File: config.mk
export PLATFORM = sky130hd
export DESIGN_NAME = robot_status_frame_parser_flat
export DESIGN_NICKNAME = d
export VERILOG_FILES = /design/src/rtl/rsfp_pkg.sv /design/src/rtl/rsfp_byte_if.sv /design/src/rtl/rsfp_result_if.sv /design/src/rtl/rsfp_frame_store.sv /design/src/rtl/rsfp_frame_rx.sv /design/src/rtl/rsfp_emitter.sv /design/src/rtl/robot_status_frame_parser.sv /design/src/flat_wrapper.sv
export SDC_FILE = /design/constraint.sdc
export NUM_CORES = 1
export LEC_CHECK = 0
export BUFFER_PORTS_ARGS = -buffer_cell sky130_fd_sc_hd__buf_2
export CORE_ASPECT_RATIO = 1.5
export CORE_MARGIN = 2
export CORE_UTILIZATION = 65
export DETAILED_ROUTE_END_ITERATION = 10
export GPL_TIMING_DRIVEN = 0
export PLACE_DENSITY = 0.83
export SLEW_MARGIN = 5
export SYNTH_ARGS = -nofsm -noshare
export SYNTH_HDL_FRONTEND = slang
export SYNTH_HIERARCHICAL = 1
export SYNTH_SLANG_ARGS = --single-unit
File: constraint.sdc
create_clock -name clk_i -period 6.6 [get_ports clk_i]
set_input_delay 0.33 -clock clk_i [delete_from_list [all_inputs] [get_ports clk_i]]
set_output_delay 0.33 -clock clk_i [all_outputs]
set_load 0.02 [all_outputs]
File: src/rtl/rsfp_pkg.sv
// Package for the robot status frame parser: shared types, codes and constants.
// Also holds the CRC-16/CCITT-FALSE byte update and the field layout table.
// Depends on nothing; the modules of the block use it by scoped names.
package rsfp_pkg;

  // Frame geometry.
  localparam logic [5:0] LEGACY_FRAME_BYTES = 6'd24;
  localparam logic [5:0] V2_FRAME_BYTES     = 6'd34;

  // Byte positions used by the frame checks.
  localparam logic [5:0] XOR_LAST_IDX   = 6'd21;
  localparam logic [5:0] XSUM_IDX       = 6'd22;
  localparam logic [5:0] CRC_FIRST_IDX  = 6'd1;
  localparam logic [5:0] CRC_LAST_IDX   = 6'd30;
  localparam logic [5:0] CRC_HI_IDX     = 6'd31;
  localparam logic [5:0] CRC_LO_IDX     = 6'd32;
  localparam logic [5:0] VERSION_IDX    = 6'd1;
  localparam logic [5:0] FTYPE_IDX      = 6'd2;
  localparam logic [5:0] PLEN_IDX       = 6'd3;
  localparam logic [5:0] SEQ_IDX        = 6'd4;
  localparam logic [5:0] TICK_IDX       = 6'd6;
  localparam logic [5:0] LEGACY_BASE    = 6'd1;
  localparam logic [5:0] V2_BASE        = 6'd10;

  // CRC-16/CCITT-FALSE.
  localparam logic [15:0] CRC_INIT = 16'hFFFF;
  localparam logic [15:0] CRC_POLY = 16'h1021;

  // Configuration register indexes.
  localparam int unsigned CFG_IDX_W = 3;
  localparam logic [CFG_IDX_W-1:0] CFG_MODE    = 3'd0;
  localparam logic [CFG_IDX_W-1:0] CFG_HEADER  = 3'd1;
  localparam logic [CFG_IDX_W-1:0] CFG_TAIL    = 3'd2;
  localparam logic [CFG_IDX_W-1:0] CFG_VERSION = 3'd3;
  localparam logic [CFG_IDX_W-1:0] CFG_FTYPE   = 3'd4;
  localparam logic [CFG_IDX_W-1:0] CFG_PLEN    = 3'd5;

  // Field identifiers.
  localparam logic [3:0] FID_STOP    = 4'd0;
  localparam logic [3:0] FID_VX      = 4'd1;
  localparam logic [3:0] FID_VOLT    = 4'd10;
  localparam logic [3:0] FID_VERSION = 4'd11;
  localparam logic [3:0] FID_FTYPE   = 4'd12;
  localparam logic [3:0] FID_PLEN    = 4'd13;
  localparam logic [3:0] FID_SEQ     = 4'd14;
  localparam logic [3:0] FID_TICK    = 4'd15;

  typedef enum logic [1:0] {
    ST_OK        = 2'd0,
    ST_BAD_FRAME = 2'd1,
    ST_BAD_FIELD = 2'd2,
    ST_BAD_SUM   = 2'd3
  } status_e;

  typedef enum logic [2:0] {
    E_IDLE,
    E_FETCH,
    E_ACC,
    E_OUT,
    E_ERR
  } emit_state_e;

  typedef struct packed {
    logic       mode;
    logic [7:0] header;
    logic [7:0] tail;
    logic [7:0] version;
    logic [7:0] ftype;
    logic [7:0] plen;
  } cfg_t;

  // Handed from the receive side to the emitter when a frame completes.
  typedef struct packed {
    logic    valid;
    logic    v2;
    status_e status;
  } frame_done_t;

  // Where a field lives in the frame store and how it is formatted.
  typedef struct packed {
    logic [5:0] addr;
    logic [1:0] nbytes_m1;
    logic       sext;
  } field_info_t;

  // One byte through the CRC, MSB first.
  function automatic logic [15:0] crc_byte(input logic [15:0] crc, input logic [7:0] b);
    logic [15:0] c;
    c = crc ^ {b, 8'h00};
    for (int k = 0; k < 8; k++) begin
      c = c[15] ? ({c[14:0], 1'b0} ^ CRC_POLY) : {c[14:0], 1'b0};
    end
    return c;
  endfunction

  // Field layout for both frame formats.
  function automatic field_info_t field_info(input logic [3:0] id, input logic v2);
    field_info_t fi;
    logic [5:0]  base;
    base         = v2 ? V2_BASE : LEGACY_BASE;
    fi.addr      = base;
    fi.nbytes_m1 = 2'd0;
    fi.sext      = 1'b0;
    case (id) inside
      [FID_VX:FID_VOLT]: begin
        fi.addr      = base + {1'b0, id, 1'b0} - 6'd1;
        fi.nbytes_m1 = 2'd1;
        fi.sext      = 1'b1;
      end
      FID_VERSION: fi.addr = VERSION_IDX;
      FID_FTYPE:   fi.addr = FTYPE_IDX;
      FID_PLEN:    fi.addr = PLEN_IDX;
      FID_SEQ: begin
        fi.addr      = SEQ_IDX;
        fi.nbytes_m1 = 2'd1;
      end
      FID_TICK: begin
        fi.addr      = TICK_IDX;
        fi.nbytes_m1 = 2'd3;
      end
      default: fi.addr = base;
    endcase
    return fi;
  endfunction

endpackage

File: src/rtl/rsfp_byte_if.sv
// Input channel of the frame parser: one received byte per beat.
// Valid/ready handshake; no dependencies.
interface rsfp_byte_if;
  logic       valid;
  logic       ready;
  logic [7:0] rx_byte;

  modport source (output valid, output rx_byte, input ready);
  modport sink   (input valid, input rx_byte, output ready);
endinterface

File: src/rtl/rsfp_result_if.sv
// Output channel of the frame parser: one decoded field or error per beat.
// Valid/ready handshake; no dependencies.
interface rsfp_result_if;
  logic        valid;
  logic        ready;
  logic [1:0]  status;
  logic [3:0]  field_id;
  logic [31:0] field_value;
  logic        last_of_frame;

  modport source (output valid, output status, output field_id, output field_value,
                  output last_of_frame, input ready);
  modport sink   (input valid, input status, input field_id, input field_value,
                  input last_of_frame, output ready);
endinterface

File: src/rtl/rsfp_frame_store.sv
// Frame byte store: 34 x 8 synchronous memory, one write and one read port.
// Read data is registered. Uses rsfp_pkg.
module rsfp_frame_store (
  input  logic       clk_i,
  input  logic       we_i,
  input  logic [5:0] waddr_i,
  input  logic [7:0] wdata_i,
  input  logic [5:0] raddr_i,
  output logic [7:0] rdata_o
);

  logic [7:0] mem_q [rsfp_pkg::V2_FRAME_BYTES];
  logic [7:0] rdata_q;

  // Write port.
  always_ff @(posedge clk_i) begin
    if (we_i) begin
      mem_q[waddr_i] <= wdata_i;
    end
  end

  // Registered read port.
  always_ff @(posedge clk_i) begin
    rdata_q <= mem_q[raddr_i];
  end

  assign rdata_o = rdata_q;

endmodule

File: src/rtl/rsfp_frame_rx.sv
// Receive side of the frame parser: byte count, running XOR and CRC, check bytes.
// Writes each byte into the frame store and judges the frame on its last byte.
// Uses rsfp_pkg and rsfp_byte_if.
module rsfp_frame_rx (
  input  logic                  clk_i,
  input  logic                  rst_ni,
  rsfp_byte_if.sink             byte_in,
  input  logic                  emit_idle_i,
  input  rsfp_pkg::cfg_t        cfg_i,
  output logic                  mem_we_o,
  output logic [5:0]            mem_waddr_o,
  output logic [7:0]            mem_wdata_o,
  output rsfp_pkg::frame_done_t done_o
);

  logic [5:0]  cnt_q;
  logic [15:0] crc_q;
  logic [7:0]  xor_q;
  // Copies of the bytes the checks need; written before they are read.
  logic [7:0]  hdr_q, ver_q, ftype_q, plen_q, xsum_q, crc_hi_q, crc_lo_q;

  logic        accept;
  logic [5:0]  len;
  logic        restart;
  logic [5:0]  idx;
  logic [15:0] crc_in, crc_d;
  logic [7:0]  xor_in, xor_d;
  logic        is_last;
  logic        bad_frame, bad_field, bad_sum;
  rsfp_pkg::status_e status;

  assign byte_in.ready = emit_idle_i;
  assign accept        = byte_in.valid && byte_in.ready;

  // Frame position; a count at or past the frame length starts a new frame.
  assign len     = cfg_i.mode ? rsfp_pkg::V2_FRAME_BYTES : rsfp_pkg::LEGACY_FRAME_BYTES;
  assign restart = (cnt_q >= len);
  assign idx     = restart ? 6'd0 : cnt_q;
  assign crc_in  = restart ? rsfp_pkg::CRC_INIT : crc_q;
  assign xor_in  = restart ? 8'h00 : xor_q;
  assign is_last = (idx == len - 6'd1);

  // Running checksums over their byte windows.
  always_comb begin
    crc_d = crc_in;
    xor_d = xor_in;
    if (idx >= rsfp_pkg::CRC_FIRST_IDX && idx <= rsfp_pkg::CRC_LAST_IDX) begin
      crc_d = rsfp_pkg::crc_byte(crc_in, byte_in.rx_byte);
    end
    if (idx <= rsfp_pkg::XOR_LAST_IDX) begin
      xor_d = xor_in ^ byte_in.rx_byte;
    end
  end

  // Frame checks in priority order; they only matter on the last byte.
  always_comb begin
    bad_frame = (hdr_q != cfg_i.header) || (byte_in.rx_byte != cfg_i.tail);
    bad_field = (ver_q != cfg_i.version) || (ftype_q != cfg_i.ftype) ||
                (plen_q != cfg_i.plen);
    bad_sum   = cfg_i.mode ? (crc_q != {crc_hi_q, crc_lo_q}) : (xor_q != xsum_q);
    if (bad_frame) begin
      status = rsfp_pkg::ST_BAD_FRAME;
    end else if (cfg_i.mode && bad_field) begin
      status = rsfp_pkg::ST_BAD_FIELD;
    end else if (bad_sum) begin
      status = rsfp_pkg::ST_BAD_SUM;
    end else begin
      status = rsfp_pkg::ST_OK;
    end
  end

  assign done_o.valid  = accept && is_last;
  assign done_o.v2     = cfg_i.mode;
  assign done_o.status = status;

  assign mem_we_o    = accept;
  assign mem_waddr_o = idx;
  assign mem_wdata_o = byte_in.rx_byte;

  // Count and checksum registers; all return to reset after a frame.
  always_ff @(posedge clk_i or negedge rst_ni) begin
    if (!rst_ni) begin
      cnt_q <= '0;
      crc_q <= rsfp_pkg::CRC_INIT;
      xor_q <= '0;
    end else if (accept) begin
      if (is_last) begin
        cnt_q <= '0;
        crc_q <= rsfp_pkg::CRC_INIT;
        xor_q <= '0;
      end else begin
        cnt_q <= idx + 6'd1;
        crc_q <= crc_d;
        xor_q <= xor_d;
      end
    end
  end

  // Check byte captures.
  always_ff @(posedge clk_i) begin
    if (accept) begin
      if (idx == 6'd0)                    hdr_q    <= byte_in.rx_byte;
      if (idx == rsfp_pkg::VERSION_IDX)   ver_q    <= byte_in.rx_byte;
      if (idx == rsfp_pkg::FTYPE_IDX)     ftype_q  <= byte_in.rx_byte;
      if (idx == rsfp_pkg::PLEN_IDX)      plen_q   <= byte_in.rx_byte;
      if (idx == rsfp_pkg::XSUM_IDX)      xsum_q   <= byte_in.rx_byte;
      if (idx == rsfp_pkg::CRC_HI_IDX)    crc_hi_q <= byte_in.rx_byte;
      if (idx == rsfp_pkg::CRC_LO_IDX)    crc_lo_q <= byte_in.rx_byte;
    end
  end

  // The count always points inside the store.
  a_cnt_range: assert property (@(posedge clk_i) disable iff (!rst_ni)
    cnt_q < rsfp_pkg::V2_FRAME_BYTES)
    else $error("byte count ran past the frame store");

endmodule

File: src/rtl/rsfp_emitter.sv
// Result sequencer: reads each field's bytes of a good frame back from the frame store,
// formats the value and holds it in the output register. Uses rsfp_pkg, rsfp_result_if.
module rsfp_emitter (
  input  logic                  clk_i,
  input  logic                  rst_ni,
  input  rsfp_pkg::frame_done_t done_i,
  output logic [5:0]            rd_addr_o,
  input  logic [7:0]            rd_data_i,
  output logic                  idle_o,
  rsfp_result_if.source         result_out
);

  rsfp_pkg::emit_state_e state_q, state_d;
  rsfp_pkg::status_e     status_q, status_d;
  logic                  v2_q, v2_d;
  logic [3:0]            fid_q, fid_d;
  logic [1:0]            bsel_q, bsel_d;
  logic [31:0]           acc_q, acc_d;

  logic        out_valid_q;
  logic [1:0]  out_status_q, out_status_d;
  logic [3:0]  out_fid_q, out_fid_d;
  logic [31:0] out_value_q, out_value_d;
  logic        out_last_q, out_last_d;
  logic        out_load;
  logic        out_free;

  rsfp_pkg::field_info_t fi;
  logic        last_field;
  logic [31:0] value;

  assign fi         = rsfp_pkg::field_info(fid_q, v2_q);
  assign rd_addr_o  = fi.addr + {4'b0, bsel_q};
  assign last_field = (fid_q == (v2_q ? rsfp_pkg::FID_TICK : rsfp_pkg::FID_VOLT));
  assign out_free   = !out_valid_q || result_out.ready;
  assign idle_o     = (state_q == rsfp_pkg::E_IDLE);

  // Big-endian bytes gathered in acc_q, widened to 32 bits.
  always_comb begin
    case (fi.nbytes_m1)
      2'd0:    value = {24'h0, acc_q[7:0]};
      2'd1:    value = fi.sext ? {{16{acc_q[15]}}, acc_q[15:0]} : {16'h0, acc_q[15:0]};
      default: value = acc_q;
    endcase
  end

  // Sequencer: fetch, accumulate, then present one beat per field, or one error beat.
  always_comb begin
    state_d      = state_q;
    status_d     = status_q;
    v2_d         = v2_q;
    fid_d        = fid_q;
    bsel_d       = bsel_q;
    acc_d        = acc_q;
    out_load     = 1'b0;
    out_status_d = rsfp_pkg::ST_OK;
    out_fid_d    = fid_q;
    out_value_d  = value;
    out_last_d   = last_field;
    unique case (state_q)
      rsfp_pkg::E_IDLE: begin
        if (done_i.valid) begin
          v2_d     = done_i.v2;
          status_d = done_i.status;
          fid_d    = rsfp_pkg::FID_STOP;
          bsel_d   = 2'd0;
          state_d  = (done_i.status == rsfp_pkg::ST_OK) ? rsfp_pkg::E_FETCH
                                                        : rsfp_pkg::E_ERR;
        end
      end
      rsfp_pkg::E_FETCH: begin
        state_d = rsfp_pkg::E_ACC;
      end
      rsfp_pkg::E_ACC: begin
        acc_d = {acc_q[23:0], rd_data_i};
        if (bsel_q == fi.nbytes_m1) begin
          state_d = rsfp_pkg::E_OUT;
        end else begin
          bsel_d  = bsel_q + 2'd1;
          state_d = rsfp_pkg::E_FETCH;
        end
      end
      rsfp_pkg::E_OUT: begin
        if (out_free) begin
          out_load = 1'b1;
          if (last_field) begin
            state_d = rsfp_pkg::E_IDLE;
          end else begin
            fid_d   = fid_q + 4'd1;
            bsel_d  = 2'd0;
            state_d = rsfp_pkg::E_FETCH;
          end
        end
      end
      rsfp_pkg::E_ERR: begin
        if (out_free) begin
          out_load     = 1'b1;
          out_status_d = status_q;
          out_fid_d    = rsfp_pkg::FID_STOP;
          out_value_d  = '0;
          out_last_d   = 1'b1;
          state_d      = rsfp_pkg::E_IDLE;
        end
      end
      default: state_d = rsfp_pkg::E_IDLE;
    endcase
  end

  // Sequencer control state.
  always_ff @(posedge clk_i or negedge rst_ni) begin
    if (!rst_ni) begin
      state_q  <= rsfp_pkg::E_IDLE;
      status_q <= rsfp_pkg::ST_OK;
      v2_q     <= 1'b0;
      fid_q    <= '0;
      bsel_q   <= '0;
    end else begin
      state_q  <= state_d;
      status_q <= status_d;
      v2_q     <= v2_d;
      fid_q    <= fid_d;
      bsel_q   <= bsel_d;
    end
  end

  always_ff @(posedge clk_i) begin
    acc_q <= acc_d;
  end

  // Output register: holds a beat until the sink takes it.
  always_ff @(posedge clk_i or negedge rst_ni) begin
    if (!rst_ni) begin
      out_valid_q <= 1'b0;
    end else if (out_load) begin
      out_valid_q <= 1'b1;
    end else if (result_out.ready) begin
      out_valid_q <= 1'b0;
    end
  end

  always_ff @(posedge clk_i) begin
    if (out_load) begin
      out_status_q <= out_status_d;
      out_fid_q    <= out_fid_d;
      out_value_q  <= out_value_d;
      out_last_q   <= out_last_d;
    end
  end

  assign result_out.valid         = out_valid_q;
  assign result_out.status        = out_status_q;
  assign result_out.field_id      = out_fid_q;
  assign result_out.field_value   = out_value_q;
  assign result_out.last_of_frame = out_last_q;

  // A frame only completes while the emitter is idle and all earlier beats are loaded.
  a_done_idle: assert property (@(posedge clk_i) disable iff (!rst_ni)
    done_i.valid |-> state_q == rsfp_pkg::E_IDLE)
    else $error("frame completed while results still pending");

  // An error beat is the only beat of its frame.
  a_err_beat: assert property (@(posedge clk_i) disable iff (!rst_ni)
    (out_valid_q && out_status_q != rsfp_pkg::ST_OK) |->
      (out_last_q && out_fid_q == rsfp_pkg::FID_STOP && out_value_q == 32'h0))
    else $error("malformed error beat");

  // Byte select never passes the field's width.
  a_bsel_range: assert property (@(posedge clk_i) disable iff (!rst_ni)
    state_q == rsfp_pkg::E_ACC |-> bsel_q <= fi.nbytes_m1)
    else $error("byte select beyond field width");

  // Reads stay inside the frame store.
  a_rd_range: assert property (@(posedge clk_i) disable iff (!rst_ni)
    state_q == rsfp_pkg::E_FETCH |-> rd_addr_o < rsfp_pkg::V2_FRAME_BYTES)
    else $error("frame store read out of range");

endmodule

File: src/rtl/robot_status_frame_parser.sv
// Top level of the robot status frame parser: configuration registers and wiring.
// Uses rsfp_pkg, rsfp_byte_if, rsfp_result_if, rsfp_frame_rx, rsfp_frame_store, rsfp_emitter.
//
// Bytes are taken one per cycle into a 34-byte frame store while the emitter is idle,
// with no earlier frame's fields left to emit; after the last byte of a frame the input
// stalls while the emitter reads the fields back through the store's single read port,
// fetching and then accumulating each stored byte and giving one result beat per field;
// a failed frame gives its single error beat instead. The store needs no clearing pass
// after reset, since every byte read back was written earlier in the same frame.
// Configuration is written through cfg_we_i/cfg_idx_i/cfg_wdata_i; indexes beyond
// the register list are ignored.
module robot_status_frame_parser (
  input  logic                           clk_i,
  input  logic                           rst_ni,
  rsfp_byte_if.sink                      byte_in,
  rsfp_result_if.source                  result_out,
  input  logic                           cfg_we_i,
  input  logic [rsfp_pkg::CFG_IDX_W-1:0] cfg_idx_i,
  input  logic [7:0]                     cfg_wdata_i
);

  rsfp_pkg::cfg_t        cfg_q;
  rsfp_pkg::frame_done_t done;
  logic                  emit_idle;
  logic                  mem_we;
  logic [5:0]            mem_waddr;
  logic [7:0]            mem_wdata;
  logic [5:0]            mem_raddr;
  logic [7:0]            mem_rdata;

  // Configuration registers.
  always_ff @(posedge clk_i or negedge rst_ni) begin
    if (!rst_ni) begin
      cfg_q.mode    <= 1'b1;
      cfg_q.header  <= 8'd123;
      cfg_q.tail    <= 8'd125;
      cfg_q.version <= 8'd2;
      cfg_q.ftype   <= 8'd1;
      cfg_q.plen    <= 8'd21;
    end else if (cfg_we_i) begin
      unique case (cfg_idx_i)
        rsfp_pkg::CFG_MODE:    cfg_q.mode    <= cfg_wdata_i[0];
        rsfp_pkg::CFG_HEADER:  cfg_q.header  <= cfg_wdata_i;
        rsfp_pkg::CFG_TAIL:    cfg_q.tail    <= cfg_wdata_i;
        rsfp_pkg::CFG_VERSION: cfg_q.version <= cfg_wdata_i;
        rsfp_pkg::CFG_FTYPE:   cfg_q.ftype   <= cfg_wdata_i;
        rsfp_pkg::CFG_PLEN:    cfg_q.plen    <= cfg_wdata_i;
        default: ;
      endcase
    end
  end

  rsfp_frame_rx u_rx (
    .clk_i       (clk_i),
    .rst_ni      (rst_ni),
    .byte_in     (byte_in),
    .emit_idle_i (emit_idle),
    .cfg_i       (cfg_q),
    .mem_we_o    (mem_we),
    .mem_waddr_o (mem_waddr),
    .mem_wdata_o (mem_wdata),
    .done_o      (done)
  );

  rsfp_frame_store u_store (
    .clk_i   (clk_i),
    .we_i    (mem_we),
    .waddr_i (mem_waddr),
    .wdata_i (mem_wdata),
    .raddr_i (mem_raddr),
    .rdata_o (mem_rdata)
  );

  rsfp_emitter u_emit (
    .clk_i      (clk_i),
    .rst_ni     (rst_ni),
    .done_i     (done),
    .rd_addr_o  (mem_raddr),
    .rd_data_i  (mem_rdata),
    .idle_o     (emit_idle),
    .result_out (result_out)
  );

endmodule
File: src/flat_wrapper.sv
// flat-port wrapper written by rule: the top's interface ports become plain ports
module robot_status_frame_parser_flat 
  (clk_i, rst_ni, cfg_we_i, cfg_idx_i, cfg_wdata_i, byte_in_valid, byte_in_rx_byte, byte_in_ready, result_out_valid, result_out_status, result_out_field_id, result_out_field_value, result_out_last_of_frame, result_out_ready);
  rsfp_byte_if byte_in_i ();
  rsfp_result_if result_out_i ();
  input  logic clk_i;
  input  logic rst_ni;
  input  logic cfg_we_i;
  input  logic [rsfp_pkg::CFG_IDX_W-1:0] cfg_idx_i;
  input  logic [7:0] cfg_wdata_i;
  input wire logic [$bits(byte_in_i.valid)-1:0] byte_in_valid;
  input wire logic [$bits(byte_in_i.rx_byte)-1:0] byte_in_rx_byte;
  output wire logic [$bits(byte_in_i.ready)-1:0] byte_in_ready;
  output wire logic [$bits(result_out_i.valid)-1:0] result_out_valid;
  output wire logic [$bits(result_out_i.status)-1:0] result_out_status;
  output wire logic [$bits(result_out_i.field_id)-1:0] result_out_field_id;
  output wire logic [$bits(result_out_i.field_value)-1:0] result_out_field_value;
  output wire logic [$bits(result_out_i.last_of_frame)-1:0] result_out_last_of_frame;
  input wire logic [$bits(result_out_i.ready)-1:0] result_out_ready;
  assign byte_in_i.valid = byte_in_valid;
  assign byte_in_i.rx_byte = byte_in_rx_byte;
  assign byte_in_ready = byte_in_i.ready;
  assign result_out_valid = result_out_i.valid;
  assign result_out_status = result_out_i.status;
  assign result_out_field_id = result_out_i.field_id;
  assign result_out_field_value = result_out_i.field_value;
  assign result_out_last_of_frame = result_out_i.last_of_frame;
  assign result_out_i.ready = result_out_ready;
  robot_status_frame_parser u_core (.clk_i(clk_i), .rst_ni(rst_ni), .byte_in(byte_in_i), .result_out(result_out_i), .cfg_we_i(cfg_we_i), .cfg_idx_i(cfg_idx_i), .cfg_wdata_i(cfg_wdata_i));
endmodule
# --- Yosys cells after proc, flatten, opt, wreduce, memory -nomap -nowiden ---
# Memory sizes are Yosys's and may differ from the RTL's. A register that Yosys moved wholly into a read port is not among the register bits.
# Cells that the tools add are included.
totals:
  mem_count: 1
  out_inout_bits: 41
  ff_bits: 211
  wordCells: 190
  mem_bits_rw: 272
op_classes:
  n_mux: 66
  n_addsub: 7
  magnitude_cmp: 6
  n_bitwise: 10
  n_eq_ne: 36
  n_reduce_logical: 37
memory_table:
  columns: ["memory", "depth", "width", "rd", "rd_ports_with_merged_regs", "wr", "line_no", "source"]
  rows:
  - ["u_core.u_store.mem_q", 34, 8, 1, 1, 1, "rsfp_frame_store.sv:12", "logic [7:0] mem_q [rsfp_pkg::V2_FRAME_BYTES];"]
ops:
  columns: ["cell", "n"]
  rows:
  - ["13-bit 2-to-1 mux", 8]
  - ["32-bit 2-to-1 mux", 3]
  - ["32-bit case mux with 2 select lines", 1]
  - ["6-bit 2-to-1 mux", 9]
  - ["16-bit 2-to-1 mux", 3]
  - ["8-bit inequality test", 6]
  - ["2-bit AND reduction", 15]
  - ["2-bit 2-to-1 mux", 14]
  - ["4-bit 2-to-1 mux", 6]
  - ["8-bit 2-to-1 mux", 3]
  - ["3-bit NOT", 8]
  - ["4-bit equality test, second input constant", 5]
  - ["16-bit inequality test", 1]
  - ["16-bit XOR", 1]
  - ["3-bit 2-to-1 mux", 5]
  - ["3-bit case mux with 5 select lines", 1]
  - ["3-bit by 2-bit equality test with 1-bit output, second input constant", 4]
  - ["6-bit by 2-bit equality test with 1-bit output, second input constant", 2]
  - ["6-bit by 5-bit equality test with 1-bit output, second input constant", 2]
  - ["6-bit by 5-bit less-or-equal comparator with 1-bit output, second input constant", 2]
  - ["6-bit by 1-bit subtractor with 6-bit output, second input constant", 2]
  - ["1-bit 2-to-1 mux", 11]
  - ["3-bit equality test, second input constant", 3]
  - ["2-bit inequality test, second input constant", 4]
  - ["other kinds (32)", 43]

# --- Depth between registers and ports, before layout ---
logic_depth:
  ltp_word: 22
  depth_mapped: 19
  ltp_nobuf: 16

# --- Hierarchy ---
# The synthesis kept the hierarchy.
by_module_without_submodules:
  columns: ["mod", "cells_each", "seq_area_each_um2", "instances", "area_each_um2"]
  rows:
  - ["rsfp_frame_store", 612, 8328.0, 1, 11113.2]
  - ["rsfp_frame_rx", 407, 2452.4, 1, 4703.3]
  - ["rsfp_emitter", 288, 2457.4, 1, 3679.8]
  - ["robot_status_frame_parser", 91, 1048.5, 1, 1650.3]

# --- Worst setup path before layout ---
# No wires, ideal clock.
synth_path:
  path_kind: "reg-to-reg"
  from: "reg u_core/cfg_q[40] (netlist name)"
  to: "reg u_core.u_rx.xsum_q[0] (enable)"
  period_less_slack_ns: 3.718
  required_time_ns: 6.205
  stages_incl_launch_ff: 13
  path_slack_ns: 2.882
  arrival_ns: 3.323
  n_path_buf: 2
  cell_sequence: "dfstp_2 inv_1 ha_1 a21oi_1 o21ai_2 nor2_1 buf_2 buf_2 nand2_1 inv_1 ha_1 nand2_1 nor4_1"
synth_via:
  elab_chain_cells: 5
synth_lines:
  columns: ["element", "line_no", "source"]
  rows:
  - ["start, declared", "robot_status_frame_parser.sv:22", "rsfp_pkg::cfg_t cfg_q;"]
  - ["6-bit 2-to-1 mux", "rsfp_frame_rx.sv:36", "assign len = cfg_i.mode ? rsfp_pkg::V2_FRAME_BYTES : rsfp_pkg::LEGACY_FRAME_BYTES;"]
  - ["6-bit >= comparator", "rsfp_frame_rx.sv:37", "assign restart = (cnt_q >= len);"]
  - ["6-bit 2-to-1 mux", "rsfp_frame_rx.sv:38", "assign idx = restart ? 6'd0 : cnt_q;"]
  - ["net u_core.mem_waddr[1]", "robot_status_frame_parser.sv:26", "logic [5:0] mem_waddr;"]
  - ["6-bit by 5-bit equality test with 1-bit output", "rsfp_frame_rx.sv:106", "if (idx == rsfp_pkg::XSUM_IDX) xsum_q <= byte_in.rx_byte;"]
  - ["2-bit AND reduction (no source line)", null, null]
  - ["end signal, assigned", "rsfp_frame_rx.sv:106", null]
  - ["end, declared", "rsfp_frame_rx.sv:20", "logic [7:0] hdr_q, ver_q, ftype_q, plen_q, xsum_q, crc_hi_q, crc_lo_q;"]
# The timed path passes the listed nets, and every way through them passes these cells.
# A chain may end at the register's enable or synchronous reset.

# --- Final worst setup path ---
layout_path:
  from: "reg u_core.u_emit.fid_q[1]"
  to: "reg u_core.u_store.rdata_q[6], in the netlist u_core/u_store/rdata_o[6] (read register of u_core.u_store.mem_q)"
layout_via:
  elab_chain_cells: 8
layout_lines:
  columns: ["element", "line_no", "source"]
  rows:
  - ["start, declared", "rsfp_emitter.sv:16", "logic [3:0] fid_q, fid_d;"]
  - ["start signal, assigned", "rsfp_emitter.sv:121", "fid_q <= fid_d;"]
  - ["parallel branches: the longest is 6 deep, another holds 6-bit by 5-bit adder with 6-bit output", null, null]
  - ["6-bit 2-to-1 mux *", "rsfp_pkg.sv:104", "case (id) inside"]
  - ["6-bit by 2-bit adder with 6-bit output *", "rsfp_emitter.sv:33", "assign rd_addr_o = fi.addr + {4'b0, bsel_q};"]
  - ["net u_core.mem_raddr[2]", "robot_status_frame_parser.sv:28", "logic [5:0] mem_raddr;"]
  - ["end, declared", "rsfp_frame_store.sv:13", "logic [7:0] rdata_q;"]
# Mark *: on every way through the listed nets, which the timed path passes.

==> results.ini <==
[outcome]
status = complete, no violations

[route]
antenna_left = 0
met1Wirelength_um = 16300
wl_per_cell_um = 24.4
top_layer_used = met4
drt_pass1_iterations = 7
wl_met2_um = 25700
route.vias.total = 12370
routed_via_density = 6.32
remaining_drc_errors = 0
wl_um = 47800
drtIter0Drc = 1064
wl_met3_um = 2670

[timing]
setup_viol = 0
maxSlewViolCount = 0
rsz0062_at_grt = no
finalHoldViolCount = 0
slew_headroom = 0.124
fin_skew_ns = 0.0261
setup_tns_ns = 0
fmax_mhz = 187
min_period_over_period = 0.812
tightestPinTransition_ns = 1.30
min_period_ns = 5.36

[global_route]
grt_pass1_wl_um = 71200
grt_max_degree = 50
grtUsageTotal = 0.283
antenna_found_initial = 0
grt_pass1_vias = 12703
overflow = 0

[clock_tree]
cts_tree = built
cts_setup_buffers = 0
clkLatencyLatePin_ns = 0.57
cts_max_path_buffers = 3
cts.htree.levels = 2
clock-sinks = 491
cts_buffers = 44
clk_pin_slew_ns = 0.06
clockRootBuffer = clkbuf_16

[synthesis]
synth-seq-area-share = 0.676
synth-edff-count = 399
synth.ff_latch_count = 491
avgSynthCellArea_um2 = 15.1
synth_fp_nets = 1445
synth_cells = 1398
synthMuxAreaShare = 0.0901
synth_top_cell_area_share = 0.567
synth_compound_area_frac = 0.0790
synth_flop_cell = edfxtp_1
synth.area.top_cells = edfxtp_1, mux2i_1, dfrtp_1
synth-simple-area-share = 0.0669
synth_area_mm2 = 0.0211
yosysWarnings = 6
synthAdderAreaFrac = 0.0140
synth_cell_types = 73
ys_async_sr_fraction = 0.171
synth-xor-area-share = 0.0451
yosysTopAreaCell = edfxtp_1
synth_top_family_by_area = multiplexers

[worst_setup_path]
crit_chain = inv_1 > ha_1 > buf_2 > nor3b_1 > o22ai_1 > buf_2 > a211oi_1 > a21oi_1 > ha_1 > inv_1 > fa_1 > xor2_1 > nor2_1 > buf_2 > clkbuf_1 > a22oi_1 > a21oi_1 > o41ai_2
r2r.worst_path.cells = 18
slowest_stage = clkbuf_1
critical_path_class = register to register
slowest_delay_ns = 0.60
arrival_ns = 5.79
worst_setup_path_end_kind = register
crit_fanout = 10
cp-start-kind = register
worst_path_most_repeated_cell = buf_2
required_ns = 7.03

[floorplan]
start_util = 0.662
dieArea_mm2 = 0.0340
die_y_um = 225
pin_count = 65
rows = 80
die_x_um = 151
core_mm2 = 0.0319

[run]
drv_cap = 0

[final_layout]
layout_common_cells = edfxtp_1, mux2i_1, nor2_1
diodes = 0
fillers = 1922
area_growth_syn_to_layout_pct = 11.1
final_common_cell = edfxtp_1
drive_above_1_share = 0.191
final_util = 0.736
nNetsFinal = 1558

[min_path]
hold_depth = 2
hp-class = input port to register

[placement]
dp_hpwl_um = 32600
port_buffers = 64
gp_congestion = 0.928

-- worst max-delay path, delay by kind of cell, from the launching register on --
kind	cells	cell delay [ns]
DFF	1	0.46
adders and majority gates	3	0.78
and+or+nand+nor	2	0.52
buffers and inverters	6	1.79
xor gates and xnor gates	1	0.25
AOI/OAI and AO/OA	6	1.44
-- area by class of cell --
type | instances | area [um^2] | share of cell area
plain buffers | 79 | 522 | 0.0222
clock inverters | 25 | 213 | 0.00905
well taps | 410 | 513 | 0.0218
multi-input cells | 802 | 6260 | 0.266
flip-flops and latches | 491 | 14300 | 0.608
repair buffers | 67 | 380 | 0.0162
clock buffers | 57 | 1220 | 0.0520
inverters | 26 | 97.6 | 0.00415
-- worst paths after layout --
check | startpoint | to | slack [ns]
worst max-delay path | u_core/u_emit/fid_q[1] | u_core/u_store/rdata_o[6] | 1.24
worst min-delay path | cfg_wdata_i[7] | u_core/cfg_q[7] | 0.11
worst max register to register | u_core/u_emit/fid_q[1] | u_core/u_store/rdata_o[6] | 1.24
worst min register to register | u_core/u_store/rdata_o[3] | u_core/u_emit/acc_q[3] | 0.40
max in group asynchronous | rst_ni | u_core/cfg_q[38] | 5.63
min in group asynchronous | rst_ni | u_core/cfg_q[11] | 0.30
-- metrics by stage --
step | instance area (um^2) | std cells | worst slack [ns] | hold WS, ns
after floorplan | 21100 | 1398 | 2.88 | 0.0344
after global placement | 22000 | 1872 | 1.55 | 0.389
after detailed placement | 22000 | 1874 | 1.39 | 0.334
after CTS | 23500 | 1957 | 1.36 | 0.0944
after global routing | 23500 | 1957 | 0.979 | 0.115
final | 23500 | 1957 | 1.24 | 0.112
-- routing by layer --
metal	GRT usage	vias to the layer above
met5	0	-
met1	0.307	6169
met3	0.0387	173
met2	0.513	538
li1	-	5490
met4	0.173	0
-- what timing repair did --
item                                   in CTS  in global routing
endpoints found under the hold margin      16                  0
setup endpoints to repair                   0                  0
hold buffers                                1                  0
resized for setup                           0                  0
-- cell families after synthesis --
kind of cell / after synthesis
multiplexers: 181
adder cells (fa/ha/maj): 23
AND/OR/NAND/NOR: 274
AO/OA/AOI/OAI: 215
buffers and inverters: 105
flip-flops: 491
XOR/XNOR: 109
-- synth_stat cells (26+ instances only) --
master,instances
a21oi_1,48
a22oi_1,34
clkbuf_1,29
dfrtp_1,50
dfstp_2,34
edfxtp_1,399
inv_1,26
mux2_2,43
mux2i_1,130
nand2_1,67
nor2_1,78
xnor2_1,58
xor2_1,51
-- registers in the layout (all words and copies together), names as in the netlist, 16 cells and up --
signal	cells
u_core/u_store/mem_q	272
u_core/cfg_q	41
u_core/u_emit/acc_q	32
u_core/u_emit/result_out.field_value	32
u_core/u_rx/crc_q	16
Power is not shown: default switching activity piles up to over one toggle a cycle in this logic, so the estimate is an artifact.
